File: src/alu_flg_pkg.sv
package alu_flg_pkg;

  typedef enum logic [3:0] {
    CMD_ADD   = 4'd0,
    CMD_ADC   = 4'd1,
    CMD_SUB   = 4'd2,
    CMD_SBC   = 4'd3,
    CMD_INC   = 4'd4,
    CMD_DEC   = 4'd5,
    CMD_RLCA  = 4'd6,
    CMD_RRCA  = 4'd7,
    CMD_RLA   = 4'd8,
    CMD_RRA   = 4'd9,
    CMD_DAA   = 4'd10,
    CMD_CPL   = 4'd11,
    CMD_SCF   = 4'd12,
    CMD_CCF   = 4'd13,
    CMD_ADD16 = 4'd14,
    CMD_LDA   = 4'd15
  } cmd_e;

  // Flag register bit positions: Z N H C.
  localparam int unsigned FlagZ = 3;
  localparam int unsigned FlagN = 2;
  localparam int unsigned FlagH = 1;
  localparam int unsigned FlagC = 0;

  localparam logic [7:0] DaaLimit   = 8'h99;
  localparam logic [7:0] DaaHiAdj   = 8'h60;
  localparam logic [7:0] DaaLoAdj   = 8'h06;
  localparam logic [3:0] DaaLoLimit = 4'h9;

  typedef struct packed {
    cmd_e        command;
    logic [7:0]  operand;
    logic [15:0] wide_left;
    logic [15:0] wide_right;
  } in_t;

  typedef struct packed {
    logic [7:0]  result_value;
    logic [7:0]  accumulator_out;
    logic [15:0] wide_result;
    logic        zero_flag;
    logic        subtract_flag;
    logic        half_carry_flag;
    logic        carry_flag;
  } out_t;

endpackage

File: src/cpu_alu_with_flags_unit.sv
// Two register stages: a beat accepted into the input register executes and its
// result is loaded into the output register once that register is free.
// Throughput: one beat per cycle unless the output stalls; the accumulator and
// flags update in the pass that loads the result register, so back-to-back ops chain.
// Reset (rst_ni low, asynchronous): accumulator and all flags clear, both stages empty.
module cpu_alu_with_flags_unit (
  input  logic              clk_i,
  input  logic              rst_ni,
  input  logic              in_valid_i,
  output logic              in_stall_o,
  input  alu_flg_pkg::in_t  in_data_i,
  output logic              out_valid_o,
  input  logic              out_stall_i,
  output alu_flg_pkg::out_t out_data_o
);
  import alu_flg_pkg::*;

  // Pipeline control
  logic       in_valid_q;
  in_t        in_q;
  logic       out_valid_q;
  out_t       out_q;
  logic       out_free;
  logic       fire;
  logic       accept;

  // Architectural state
  logic [7:0] acc_q, acc_d;
  logic [3:0] flag_q, flag_d;

  // Per-beat results
  logic [7:0]  res_d;
  logic [15:0] wide_d;

  // The result register frees up when empty or when its beat is taken.
  assign out_free   = !out_valid_q || !out_stall_i;
  assign fire       = in_valid_q && out_free;
  assign in_stall_o = in_valid_q && !out_free;
  assign accept     = in_valid_i && !in_stall_o;

  // Single-pass ALU: everything is computed from the input register and
  // the current accumulator/flags.
  always_comb begin
    logic [7:0]  a;
    logic [7:0]  v;
    logic        cin;
    logic        t;
    logic [8:0]  sum9;
    logic [4:0]  nib5;
    logic [16:0] sum17;
    logic [12:0] sum13;
    logic        daa_hi;
    logic        daa_lo;
    logic [7:0]  a1;

    a      = acc_q;
    v      = in_q.operand;
    cin    = flag_q[FlagC];
    t      = 1'b0;
    sum9   = '0;
    nib5   = '0;
    sum17  = '0;
    sum13  = '0;
    daa_hi = 1'b0;
    daa_lo = 1'b0;
    a1     = acc_q;

    acc_d  = acc_q;
    flag_d = flag_q;
    res_d  = '0;
    wide_d = '0;

    case (in_q.command)
      CMD_ADD, CMD_ADC: begin
        t     = (in_q.command == CMD_ADC) ? cin : 1'b0;
        sum9  = {1'b0, a} + {1'b0, v} + {8'd0, t};
        nib5  = {1'b0, a[3:0]} + {1'b0, v[3:0]} + {4'd0, t};
        acc_d = sum9[7:0];
        flag_d[FlagZ] = (sum9[7:0] == 8'd0);
        flag_d[FlagN] = 1'b0;
        flag_d[FlagH] = nib5[4];
        flag_d[FlagC] = sum9[8];
      end
      CMD_SUB, CMD_SBC: begin
        // Bit 8 / bit 4 of the wrapped difference is the borrow.
        t     = (in_q.command == CMD_SBC) ? cin : 1'b0;
        sum9  = {1'b0, a} - {1'b0, v} - {8'd0, t};
        nib5  = {1'b0, a[3:0]} - {1'b0, v[3:0]} - {4'd0, t};
        acc_d = sum9[7:0];
        flag_d[FlagZ] = (sum9[7:0] == 8'd0);
        flag_d[FlagN] = 1'b1;
        flag_d[FlagH] = nib5[4];
        flag_d[FlagC] = sum9[8];
      end
      CMD_INC: begin
        res_d = v + 8'd1;
        flag_d[FlagZ] = (res_d == 8'd0);
        flag_d[FlagN] = 1'b0;
        flag_d[FlagH] = (v[3:0] == 4'hF);
      end
      CMD_DEC: begin
        res_d = v - 8'd1;
        flag_d[FlagZ] = (res_d == 8'd0);
        flag_d[FlagN] = 1'b1;
        flag_d[FlagH] = (v[3:0] == 4'h0);
      end
      CMD_RLCA: begin
        acc_d  = {a[6:0], a[7]};
        flag_d = {3'b000, a[7]};
      end
      CMD_RRCA: begin
        acc_d  = {a[0], a[7:1]};
        flag_d = {3'b000, a[0]};
      end
      CMD_RLA: begin
        acc_d  = {a[6:0], cin};
        flag_d = {3'b000, a[7]};
      end
      CMD_RRA: begin
        acc_d  = {cin, a[7:1]};
        flag_d = {3'b000, a[0]};
      end
      CMD_DAA: begin
        if (!flag_q[FlagN]) begin
          daa_hi = cin || (a > DaaLimit);
          a1     = daa_hi ? (a + DaaHiAdj) : a;
          // Adding 0x60 leaves the low nibble alone.
          daa_lo = flag_q[FlagH] || (a[3:0] > DaaLoLimit);
          acc_d  = daa_lo ? (a1 + DaaLoAdj) : a1;
          flag_d[FlagC] = cin || daa_hi;
        end else begin
          a1    = cin ? (a - DaaHiAdj) : a;
          acc_d = flag_q[FlagH] ? (a1 - DaaLoAdj) : a1;
          flag_d[FlagC] = cin;
        end
        flag_d[FlagZ] = (acc_d == 8'd0);
        flag_d[FlagH] = 1'b0;
      end
      CMD_CPL: begin
        acc_d = ~a;
        flag_d[FlagN] = 1'b1;
        flag_d[FlagH] = 1'b1;
      end
      CMD_SCF: begin
        flag_d[FlagN] = 1'b0;
        flag_d[FlagH] = 1'b0;
        flag_d[FlagC] = 1'b1;
      end
      CMD_CCF: begin
        flag_d[FlagN] = 1'b0;
        flag_d[FlagH] = 1'b0;
        flag_d[FlagC] = ~cin;
      end
      CMD_ADD16: begin
        // Half carry from bit 11, carry from bit 15; Z untouched.
        sum17  = {1'b0, in_q.wide_left} + {1'b0, in_q.wide_right};
        sum13  = {1'b0, in_q.wide_left[11:0]} + {1'b0, in_q.wide_right[11:0]};
        wide_d = sum17[15:0];
        flag_d[FlagN] = 1'b0;
        flag_d[FlagH] = sum13[12];
        flag_d[FlagC] = sum17[16];
      end
      CMD_LDA: begin
        acc_d = v;
      end
      default: begin
        acc_d  = acc_q;
        flag_d = flag_q;
      end
    endcase

    // INC/DEC report the target register; everything else the accumulator.
    if (!(in_q.command == CMD_INC || in_q.command == CMD_DEC)) begin
      res_d = acc_d;
    end
  end

  // Input register
  always_ff @(posedge clk_i or negedge rst_ni) begin
    if (!rst_ni) begin
      in_valid_q <= 1'b0;
    end else if (accept) begin
      in_valid_q <= 1'b1;
    end else if (fire) begin
      in_valid_q <= 1'b0;
    end
  end

  always_ff @(posedge clk_i) begin
    if (accept) begin
      in_q <= in_data_i;
    end
  end

  // Accumulator, flags and output valid
  always_ff @(posedge clk_i or negedge rst_ni) begin
    if (!rst_ni) begin
      acc_q       <= '0;
      flag_q      <= '0;
      out_valid_q <= 1'b0;
    end else begin
      if (fire) begin
        acc_q  <= acc_d;
        flag_q <= flag_d;
      end
      if (fire) begin
        out_valid_q <= 1'b1;
      end else if (!out_stall_i) begin
        out_valid_q <= 1'b0;
      end
    end
  end

  // Result register payload
  always_ff @(posedge clk_i) begin
    if (fire) begin
      out_q.result_value    <= res_d;
      out_q.accumulator_out <= acc_d;
      out_q.wide_result     <= wide_d;
      out_q.zero_flag       <= flag_d[FlagZ];
      out_q.subtract_flag   <= flag_d[FlagN];
      out_q.half_carry_flag <= flag_d[FlagH];
      out_q.carry_flag      <= flag_d[FlagC];
    end
  end

  assign out_valid_o = out_valid_q;
  assign out_data_o  = out_q;

  // The pending result always mirrors the live accumulator.
  a_acc_mirror: assert property (@(posedge clk_i) disable iff (!rst_ni)
    out_valid_q |-> (out_q.accumulator_out == acc_q))
    else $error("result accumulator differs from state");

  // ... and the live flags.
  a_flag_mirror: assert property (@(posedge clk_i) disable iff (!rst_ni)
    out_valid_q |-> ({out_q.zero_flag, out_q.subtract_flag,
                      out_q.half_carry_flag, out_q.carry_flag} == flag_q))
    else $error("result flags differ from state");

  // State moves only when a beat is executed.
  a_state_hold: assert property (@(posedge clk_i) disable iff (!rst_ni)
    !fire |=> ($stable(acc_q) && $stable(flag_q)))
    else $error("state changed without an executed beat");

  // Wide sum is only nonzero for the pair add.
  a_wide_zero: assert property (@(posedge clk_i) disable iff (!rst_ni)
    (fire && in_q.command != CMD_ADD16) |=> (out_q.wide_result == 16'd0))
    else $error("wide result set by a non pair-add beat");

  // INC and DEC leave the accumulator alone.
  a_incdec_acc: assert property (@(posedge clk_i) disable iff (!rst_ni)
    (fire && (in_q.command == CMD_INC || in_q.command == CMD_DEC))
      |=> (acc_q == $past(acc_q)))
    else $error("inc/dec modified the accumulator");

endmodule
File: config.mk
export PLATFORM = sky130hd
export DESIGN_NAME = cpu_alu_with_flags_unit
export DESIGN_NICKNAME = d
export VERILOG_FILES = /design/src/alu_flg_pkg.sv /design/src/cpu_alu_with_flags_unit.sv
export SDC_FILE = /design/constraint.sdc
export NUM_CORES = 1
export LEC_CHECK = 0
export BUFFER_PORTS_ARGS = -buffer_cell sky130_fd_sc_hd__buf_4
export CORE_MARGIN = 2
export CORE_UTILIZATION = 46
export DETAILED_ROUTE_END_ITERATION = 6
export PLACE_DENSITY_LB_ADDON = 0.3
export SYNTH_ARGS = -nofsm -noshare
export SYNTH_HDL_FRONTEND = slang
export SYNTH_SLANG_ARGS = --single-unit
File: constraint.sdc
create_clock -name clk_i -period 7.6 [get_ports clk_i]
set_input_delay 1.52 -clock clk_i [delete_from_list [all_inputs] [get_ports clk_i]]
set_output_delay 1.52 -clock clk_i [all_outputs]
set_load 0.01 [all_outputs]
# Word level (Yosys, flattened, before mapping)
# Index checks and enable logic that the tools add are counted.
[totals]
regBits = 94
n_memories = 0
latch_bits = 0
mem_bits_rw = 0
elab_cells = 100
mem_bits_ro = 0
in_bits = 48
[op_classes]
n_mul = 0
n_bitwise = 2
shift = 0
n_mux = 20
n_eq_ne = 17
order_cmp = 2
div = 0
reduce_logical = 28
add_sub_neg = 16
[op_table]
columns = ["cell", "n"]
rows = [
  ["case mux 8 bit (9 select lines)", 1],
  ["2-to-1 mux 8 bit", 7],
  ["zero test 8 bit", 5],
  ["equality test 4 bit, second input constant", 9],
  ["adder 16 x 16 -> 17 bit", 1],
  ["equality test 4 x 3 -> 1 bit, second input constant", 4],
  ["case mux 8 bit (2 select lines)", 1],
  ["adder 12 x 12 -> 13 bit", 1],
  ["OR reduction 10 bit", 1],
  ["adder 8 x 8 -> 9 bit", 1],
  ["adder 9 x 1 -> 9 bit", 1],
  ["subtractor 8 x 8 -> 9 bit", 1],
  ["subtractor 9 x 1 -> 9 bit", 1],
  ["adder 8 x 1 -> 8 bit, second input constant", 1],
  ["adder 8 x 3 -> 8 bit, second input constant", 1],
  ["adder 8 x 7 -> 8 bit, second input constant", 1],
  ["equality test 4 x 2 -> 1 bit, second input constant", 2],
  ["greater-than comparator 8 bit, second input constant", 1],
  ["zero test 4 bit", 2],
  ["NOT 8 bit", 1],
  ["case mux 1 bit (8 select lines)", 1],
  ["OR reduction 2 bit", 4],
  ["OR reduction 4 bit", 2],
  ["subtractor 8 x 1 -> 8 bit, second input constant", 1],
  ["other kinds (19)", 34],
]

# Logic depth before layout (Yosys ltp)
# Gate-level depths: netlist of the first run.
[depth]
depth_word = 9
depth_mapped = 13
depth_no_buf = 13

# Least setup slack after synthesis of the first run
# Ideal clock, no wire load.
[synth_timing]
path_kind = "register to register"
from = "register in_q[40] (netlist bit)"
to = "register out_q, in the netlist out_data_o[3], data pin"
path_slack_ps = 3990
setup_ps = 146
stages_incl_launch_ff = 12
period_less_slack_ps = 3610
n_path_buf = 2
arrival_ps = 3464
path_cell_list = "edfxtp_1 -> clkbuf_1 -> buf_1 -> nand3_1 -> fa_1 -> fa_1 -> xor2_1 -> or4_1 -> or3b_1 -> a2111oi_2 -> a311oi_1 -> a21oi_1"
[synth_between]
elab_chain_len = 5
word_cells_on_any_way = 21
classes_between = "add/sub: 2; eq/ne: 10; mux: 3; reduce/logical: 6"
[synth_rtl]
columns = ["element", "line", "source"]
rows = [
  ["start, declared", "cpu_alu_with_flags_unit.sv:20", "in_t in_q;"],
  ["start signal, assigned", "cpu_alu_with_flags_unit.sv:191", "in_q <= in_data_i;"],
  ["equality test 4 x 2 -> 1 bit or equality test 4 x 1 -> 1 bit (tied branches)", "--", ""],
  ["2-to-1 mux 1 bit (on tied branches)", "cpu_alu_with_flags_unit.sv:86, cpu_alu_with_flags_unit.sv:75", ""],
  ["subtractor 9 x 1 -> 9 bit or adder 9 x 1 -> 9 bit (tied branches)", "cpu_alu_with_flags_unit.sv:87, cpu_alu_with_flags_unit.sv:76", ""],
  ["zero test 8 bit (on tied branches)", "cpu_alu_with_flags_unit.sv:90, cpu_alu_with_flags_unit.sv:79", ""],
  ["case mux 1 bit (6 select lines) (*)", "cpu_alu_with_flags_unit.sv:73", "case (in_q.command)"],
  ["named net flag_d[3]", "cpu_alu_with_flags_unit.sv:29", "logic [3:0] flag_q, flag_d;"],
  ["end, declared", "cpu_alu_with_flags_unit.sv:22", "out_t out_q;"],
]
# The timed path passes the listed nets; every way through them passes the cells marked *.
# A chain may end at the register's enable or synchronous reset.

# Worst setup path in the final report of the first run
[layout_timing]
from = "register in_q[42] (netlist bit)"
to = "register out_q, in the netlist out_data_o[3], data pin"
# The elaborated chain is that of the path after synthesis.

==> results of run 1 <==
layout by cell type (no fill, tap or decap), drive strengths merged, types with 4 or more instances in the layout:
| cell type | Yosys | final |
|---|---|---|
| mux2 | 6 | 6 |
| o21a | 5 | 5 |
| xor2 | 17 | 17 |
| fa | 5 | 5 |
| nor3b | 6 | 6 |
| nand2b | 12 | 12 |
| o22ai | 5 | 5 |
| inv | 36 | 38 |
| nand3 | 19 | 19 |
| xnor2 | 22 | 22 |
| a21oi | 43 | 43 |
| nand4 | 5 | 5 |
| nand2 | 46 | 46 |
| a2111oi | 4 | 4 |
| a22oi | 5 | 5 |
| clkbuf | 30 | 12 |
| a21boi | 4 | 4 |
| edfxtp | 80 | 80 |
| o21ai | 45 | 45 |
| o211ai | 5 | 5 |
| a211oi | 5 | 5 |
| o2111ai | 4 | 4 |
| mux2i | 6 | 6 |
| ha | 45 | 45 |
| a21o | 6 | 6 |
| buf | 5 | 88 |
| nor3 | 22 | 22 |
| a31oi | 12 | 12 |
| a221oi | 7 | 7 |
| nor2 | 61 | 61 |
| dfrtp | 14 | 14 |
| nor2b | 13 | 13 |
logic make-up (layout without fill, tap and decap cells):
group                    count (synthesis)  in the layout  share of synthesized area, %
adder cells (fa/ha/maj)                 50             50                          10.4
XOR/XNOR                                39             39                          5.37
flip-flops                              94             94                          43.2
multiplexers                            12             12                          2.00
buffers and inverters                   72            141                          4.30
AND/OR/NAND/NOR                        208            208                          16.2
AO/OA/AOI/OAI                          179            179                          18.4
cell usage after synthesis (all sizes together), types with 4 or more instances:
cell type / number
nand3: 19
nor2b: 13
inv: 36
a221oi: 7
a2111oi: 4
nor3b: 6
nand2: 46
dfrtp: 14
a211oi: 5
mux2i: 6
a21boi: 4
a21oi: 43
nor2: 61
ha: 45
o21a: 5
o22ai: 5
nand4: 5
a21o: 6
o21ai: 45
o2111ai: 4
a31oi: 12
xor2: 17
nand2b: 12
o211ai: 5
buf: 5
mux2: 6
xnor2: 22
clkbuf: 30
fa: 5
nor3: 22
a22oi: 5
edfxtp: 80
flip-flops by register name, summed over array words and instances, names as in the netlist:
| signal | flops |
|---|---|
| acc_q | 8 |
| flag_q | 4 |
| in_q | 44 |
| in_valid_q | 1 |
| out_data_o | 36 |
| out_valid_o | 1 |
layout make-up:
| cell class | instances | share of cell area, % |
|---|---|---|
| Inverter | 37 | 1.87 |
| Sequential cell | 94 | 37.1 |
| Timing Repair Buffer | 88 | 8.90 |
| Clock buffer | 12 | 3.61 |
| Tap cell | 176 | 2.97 |
| Multi-Input combinational cell | 488 | 45.1 |
| Clock inverter | 4 | 0.489 |
power by group:
part / switching (uW) / total, uW / internal (uW)
clock network: 202 / 458 / 255
registers: 144 / 786 / 641
logic: 507 / 885 / 378
total: 853 / 2130 / 1270
worst max path at each step:
stage	start	endpoint	depth (start not counted)
final	in_q[42]	out_data_o[3]	11
after global routing	in_q[42]	out_data_o[3]	12
after CTS	in_q[42]	out_data_o[3]	11
after detailed placement	in_q[42]	out_data_o[3]	11
after global placement	in_q[42]	out_data_o[3]	11
after floorplan	in_q[40]	out_data_o[3]	11
stage by stage:
stage          setup WS (ns)  util [%]
3_3_place_gp            3.20      53.1
5_1_grt                 2.72      55.4
6_report                3.04      55.4
4_1_cts                 3.09      55.4
3_5_place_dp            3.10      53.1
2_1_floorplan           3.99         -
layer usage:
metal	vias to the layer above	wire length, um	global-route usage [%]
li1	2538	-	-
met5	-	0	0
met4	0	271	5.39
met2	228	8480	40.0
met3	26	1170	4.45
met1	2560	7780	33.4
==> flow_metrics.tcl, run 1 <==
set metrics [dict create \
    r2r_end "out_data_o[3]" \
    p_leak_uw 0.00296 \
    r2r_start "in_q[42]" \
    areaGrowthSynthToFinish_pct 16.6 \
    ant_nets 0 \
    crit_fanout 33 \
    crit_arrival_ns 4.76 \
    routed_via_density 5.95 \
    finClkSkew_ns 0.0105 \
    hold_class "flop to flop" \
    finalCriticalPeriod_ns 4.56 \
    wl_per_cell_um 19.7 \
    gp_congestion 0.971 \
    port_buffers 85 \
    grt_max_degree 45 \
    timing.slew.headroom_pct 31.6 \
    cp_slowest_cell "edfxtp_1" \
    cts_htree_levels 3 \
    synth_cell_types 68 \
    synth_edf_count 80 \
    layout.cells.non_filler 899 \
    hold_slack_ns 0.503 \
    dp.cells 883 \
    hold_depth 1 \
    cts.sinks 94 \
    r2r_cells 11 \
    cts_setup_buffers 0 \
    cts-root-buf "clkbuf_16" \
    vias 5352 \
    yosys_most_used_dff "edfxtp_1" \
    drive_gt1_share_pct 16.3 \
    worstMarginPinSlew_ns 1.03 \
    drc 0 \
    rsz0062_at_grt "false" \
    synthCells 654 \
    fin_crit_sh_pct 60.0 \
    ys_seq_area_share_pct 43.2 \
    avgSynthCellArea_um2 9.73 \
    io_pins 86 \
    crit_chain "nand2b_4 > nor2_1 > nand3_1 > fa_1 > fa_1 > xor2_1 > or4_1 > or3b_1 > a2111oi_2 > a311oi_1 > a21oi_1" \
    multi_input_area_um2 3350 \
    clkTransAtPathRegs_ns 0.07 \
    powerDensity_nw_per_um2 287 \
    die_y_um 122 \
    cp.buffers_inverters 0 \
    r2r_setup_slack_ns 3.04 \
    synth_area_leaders "edfxtp_1 (38%), ha_1 (8.8%), dfrtp_1 (5.5%)" \
    finalHoldViolations 0 \
    path_common_cell "fa_1" \
    globalRouteTotalUtil_pct 24.2 \
    layout.area.seq_um2 2750 \
    hold_start "in_valid_q" \
    antenna_found_initial 0 \
    cts_tree "yes" \
    synth_top_area_cell "edfxtp_1" \
    diodes 0 \
    n_fill_cell 1160 \
    maxCapViolations 0 \
    fin_setup_tns_ns 0 \
    power.total_uw 2130 \
    ys.warnings.count 0 \
    final_cell_area_um2 7420 \
    fmax_mhz 219 \
    finalSetupViolCount 0 \
    synth_nets 752 \
    cpPeakStageDelay_ns 0.76 \
    grt_pass1_vias 4996 \
    core-area_um2 13400 \
    grt_overflow_total 0 \
    maxSlewViolCount 0 \
    dr.pass1.iters 5 \
    synth_top_cell_area_share_pct 37.7 \
    status "finished clean" \
    end_kind "flop" \
    place_area_um2 7120 \
    die_w_um 122 \
    async_flop_share_pct 14.9 \
    clockBufferDepth 2 \
    worstSetupPathType "flop to flop" \
    routed_wirelength_mm 17.7 \
    synth_seq_cells 94 \
    ir_drop_uv 144 \
    drtIter0Drc 512 \
    holdPathEnd "out_valid_o" \
    insertion_delay_ns 0.35 \
    hold_buffers 0 \
    num_rows 42 \
    grt_pass1_wl_mm 27.2 \
    dieArea_um2 14800 \
    synth_area_um2 6370 \
    cts_resized 0 \
    cp-start-kind "flop" \
    fin_nets 816 \
    crit_required_ns 7.80 \
    start_util_pct 47.5 \
    dp_hpwl_mm 12.9 \
    cts_buffers 9 \
    crit_family "simple AND/OR/NAND/NOR gates" \
]
Note: power is estimated with default switching activity, not from simulation.
==> inputs of run 2 (changes only) <==
clock period = 4.15 ns   (was 7.6 ns; I/O delays follow)
==> run 2 against run 1 <==
Critical path depth rose by 1. Global-route usage rose by 1.3 points. Critical path type unchanged. Largest cell class unchanged. Highest routed layer unchanged. First-iteration DRC count fell by 14%. Via count rose by 3.1%. Sequential power up 67%. Non-clock buffer count rose by 15. Count of clock-buffer cells in the layout is 3 lower. Final cell count increased by 1.7%. Core utilization increased by 0.78 points.
==> flow_metrics.tcl, run 2 (synthesized netlist as in run 1, its figures left out) <==
set metrics [dict create \
    ant_nets 0 \
    finClkSkew_ns 0.0144 \
    cts_setup_buffers 0 \
    n_fill_cell 1205 \
    antenna_found_initial 0 \
    globalRouteTotalUtil_pct 25.5 \
    layout.cells.non_filler 914 \
    dr.pass1.iters 5 \
    layout_commonest_cell "buf_4" \
    cts_buffers 9 \
    cp_slowest_cell "nor3_1" \
    cts_tree "yes" \
    final_cell_area_um2 7530 \
    crit_chain "buf_4 > nor3_1 > and3_1 > fa_1 > inv_1 > fa_1 > xor2_1 > nor4b_1 > nand2_1 > nor3_1 > or4bb_1 > a21oi_1" \
    routed_via_density 6.04 \
    worstMarginPinSlew_ns 1.03 \
    grt_pass1_wl_mm 28.9 \
    fin_setup_tns_ns 0 \
    cp.buffers_inverters 2 \
    crit_arrival_ns 3.91 \
    fin_nets 831 \
    fin_crit_sh_pct 89.6 \
    clockBufferDepth 2 \
    drtIter0Drc 438 \
    core-area_um2 13400 \
    insertion_delay_ns 0.35 \
    diodes 0 \
    finalCriticalPeriod_ns 3.72 \
    hold_buffers 0 \
    cp-start-kind "flop" \
    die_w_um 122 \
    ir_drop_uv 328 \
    grt_overflow_total 0 \
    status "finished clean" \
    rsz0062_at_grt "false" \
    num_rows 42 \
    crit_fanout 15 \
    cts.sinks 94 \
    gp_congestion 0.999 \
    cts_htree_levels 3 \
    clkTransAtPathRegs_ns 0.08 \
    finalSetupViolCount 0 \
    largest-register "in_q" \
    port_buffers 85 \
    routed_wirelength_mm 18.6 \
    io_pins 86 \
    hold_class "input port to asynchronous set/reset pin" \
    p_leak_uw 0.00302 \
    end_kind "flop" \
    die_y_um 122 \
    layout_common_cells "buf_4 (103), edfxtp_1 (80), nor2_1 (61)" \
    startpoint "in_q[42]" \
    areaGrowthSynthToFinish_pct 18.2 \
    crit_family "simple AND/OR/NAND/NOR gates" \
    crit_required_ns 4.35 \
    wl_per_cell_um 20.3 \
    setup_slack_ns 0.433 \
    largest_reg_flops 44 \
    powerDensity_nw_per_um2 525 \
    vias 5520 \
    cts-root-buf "clkbuf_16" \
    fmax_mhz 269 \
    cpPeakStageDelay_ns 0.54 \
    drc 0 \
    dieArea_um2 14800 \
    worstSetupPathType "flop to flop" \
    grt_max_degree 45 \
    drive_gt1_share_pct 18.2 \
    finalHoldViolations 0 \
    maxSlewViolCount 0 \
    grt_pass1_vias 5337 \
    cts_resized 0 \
    maxCapViolations 0 \
    dp.cells 898 \
    start_util_pct 47.5 \
    dp_slack_ns 0.522 \
    dp_hpwl_mm 13.9 \
    hold_slack_ns 0.339 \
    timing.slew.headroom_pct 31.3 \
    r2r_start "in_q[42]" \
    place_area_um2 7230 \
]
==> run 2: changes by cell type in the layout (fill, tap and decap cells not counted), sizes merged <==
| cell | before | now |
|---|---|---|
| buf | 88 | 103 |
| clkbuf | 12 | 9 |
| clkinvlp | 1 | 3 |
| clkinv | 2 | 3 |
==> run 2: report_power, final <==
part,total (uW),switching [uW],internal [uW]
Combinational,1820,1090,731
Clock,818,397,421
Sequential,1310,138,1180
Total,3950,1630,2330
==> run 2: area by class of cell <==
cell class                 instances  area, um^2  share of cell area [%]
clock buffer                       9         225                    2.99
clock inverter                     7        70.1                   0.931
inverter                          37         139                    1.85
multi-input combinational        488        3350                    44.5
sequential                        94        2750                    36.6
tap                              176         220                    2.93
timing repair buffer             103         773                    10.3
==> run 2: through the flow <==
stage / utilization (%) / power [uW]
after global routing: 56.2 / 4180
after detailed placement: 54.0 / 3110
after global placement: 54.0 / 3070
after CTS: 56.2 / 3940
final: 56.2 / 3950
after floorplan: - / 2540
==> run 2: metal layers <==
metal  wire (um)  share of wire, %  global-route usage [%]  up-vias
met3        1520               8.2                    5.66       40
met1        7550                41                    33.2     2649
met4         583               3.1                    9.12        0
met5           0                 0                       0        -
li1            -                 -                       -     2568
met2        8910                48                    41.9      263
==> run 2: path summary, 6_finish.rpt <==
| path | slack (ns) | end | cells past startpoint |
|---|---|---|---|
| max in group asynchronous | 3.60 | flag_q[2] | 1 |
| setup reg to reg | 0.43 | out_data_o[3] | 12 |
| hold reg to reg | 0.50 | out_valid_o | 1 |
| min in group clk_i | 0.50 | out_valid_o | 1 |
| hold / removal | 0.34 | flag_q[3] | 1 |
| setup / recovery | 0.43 | out_data_o[3] | 12 |
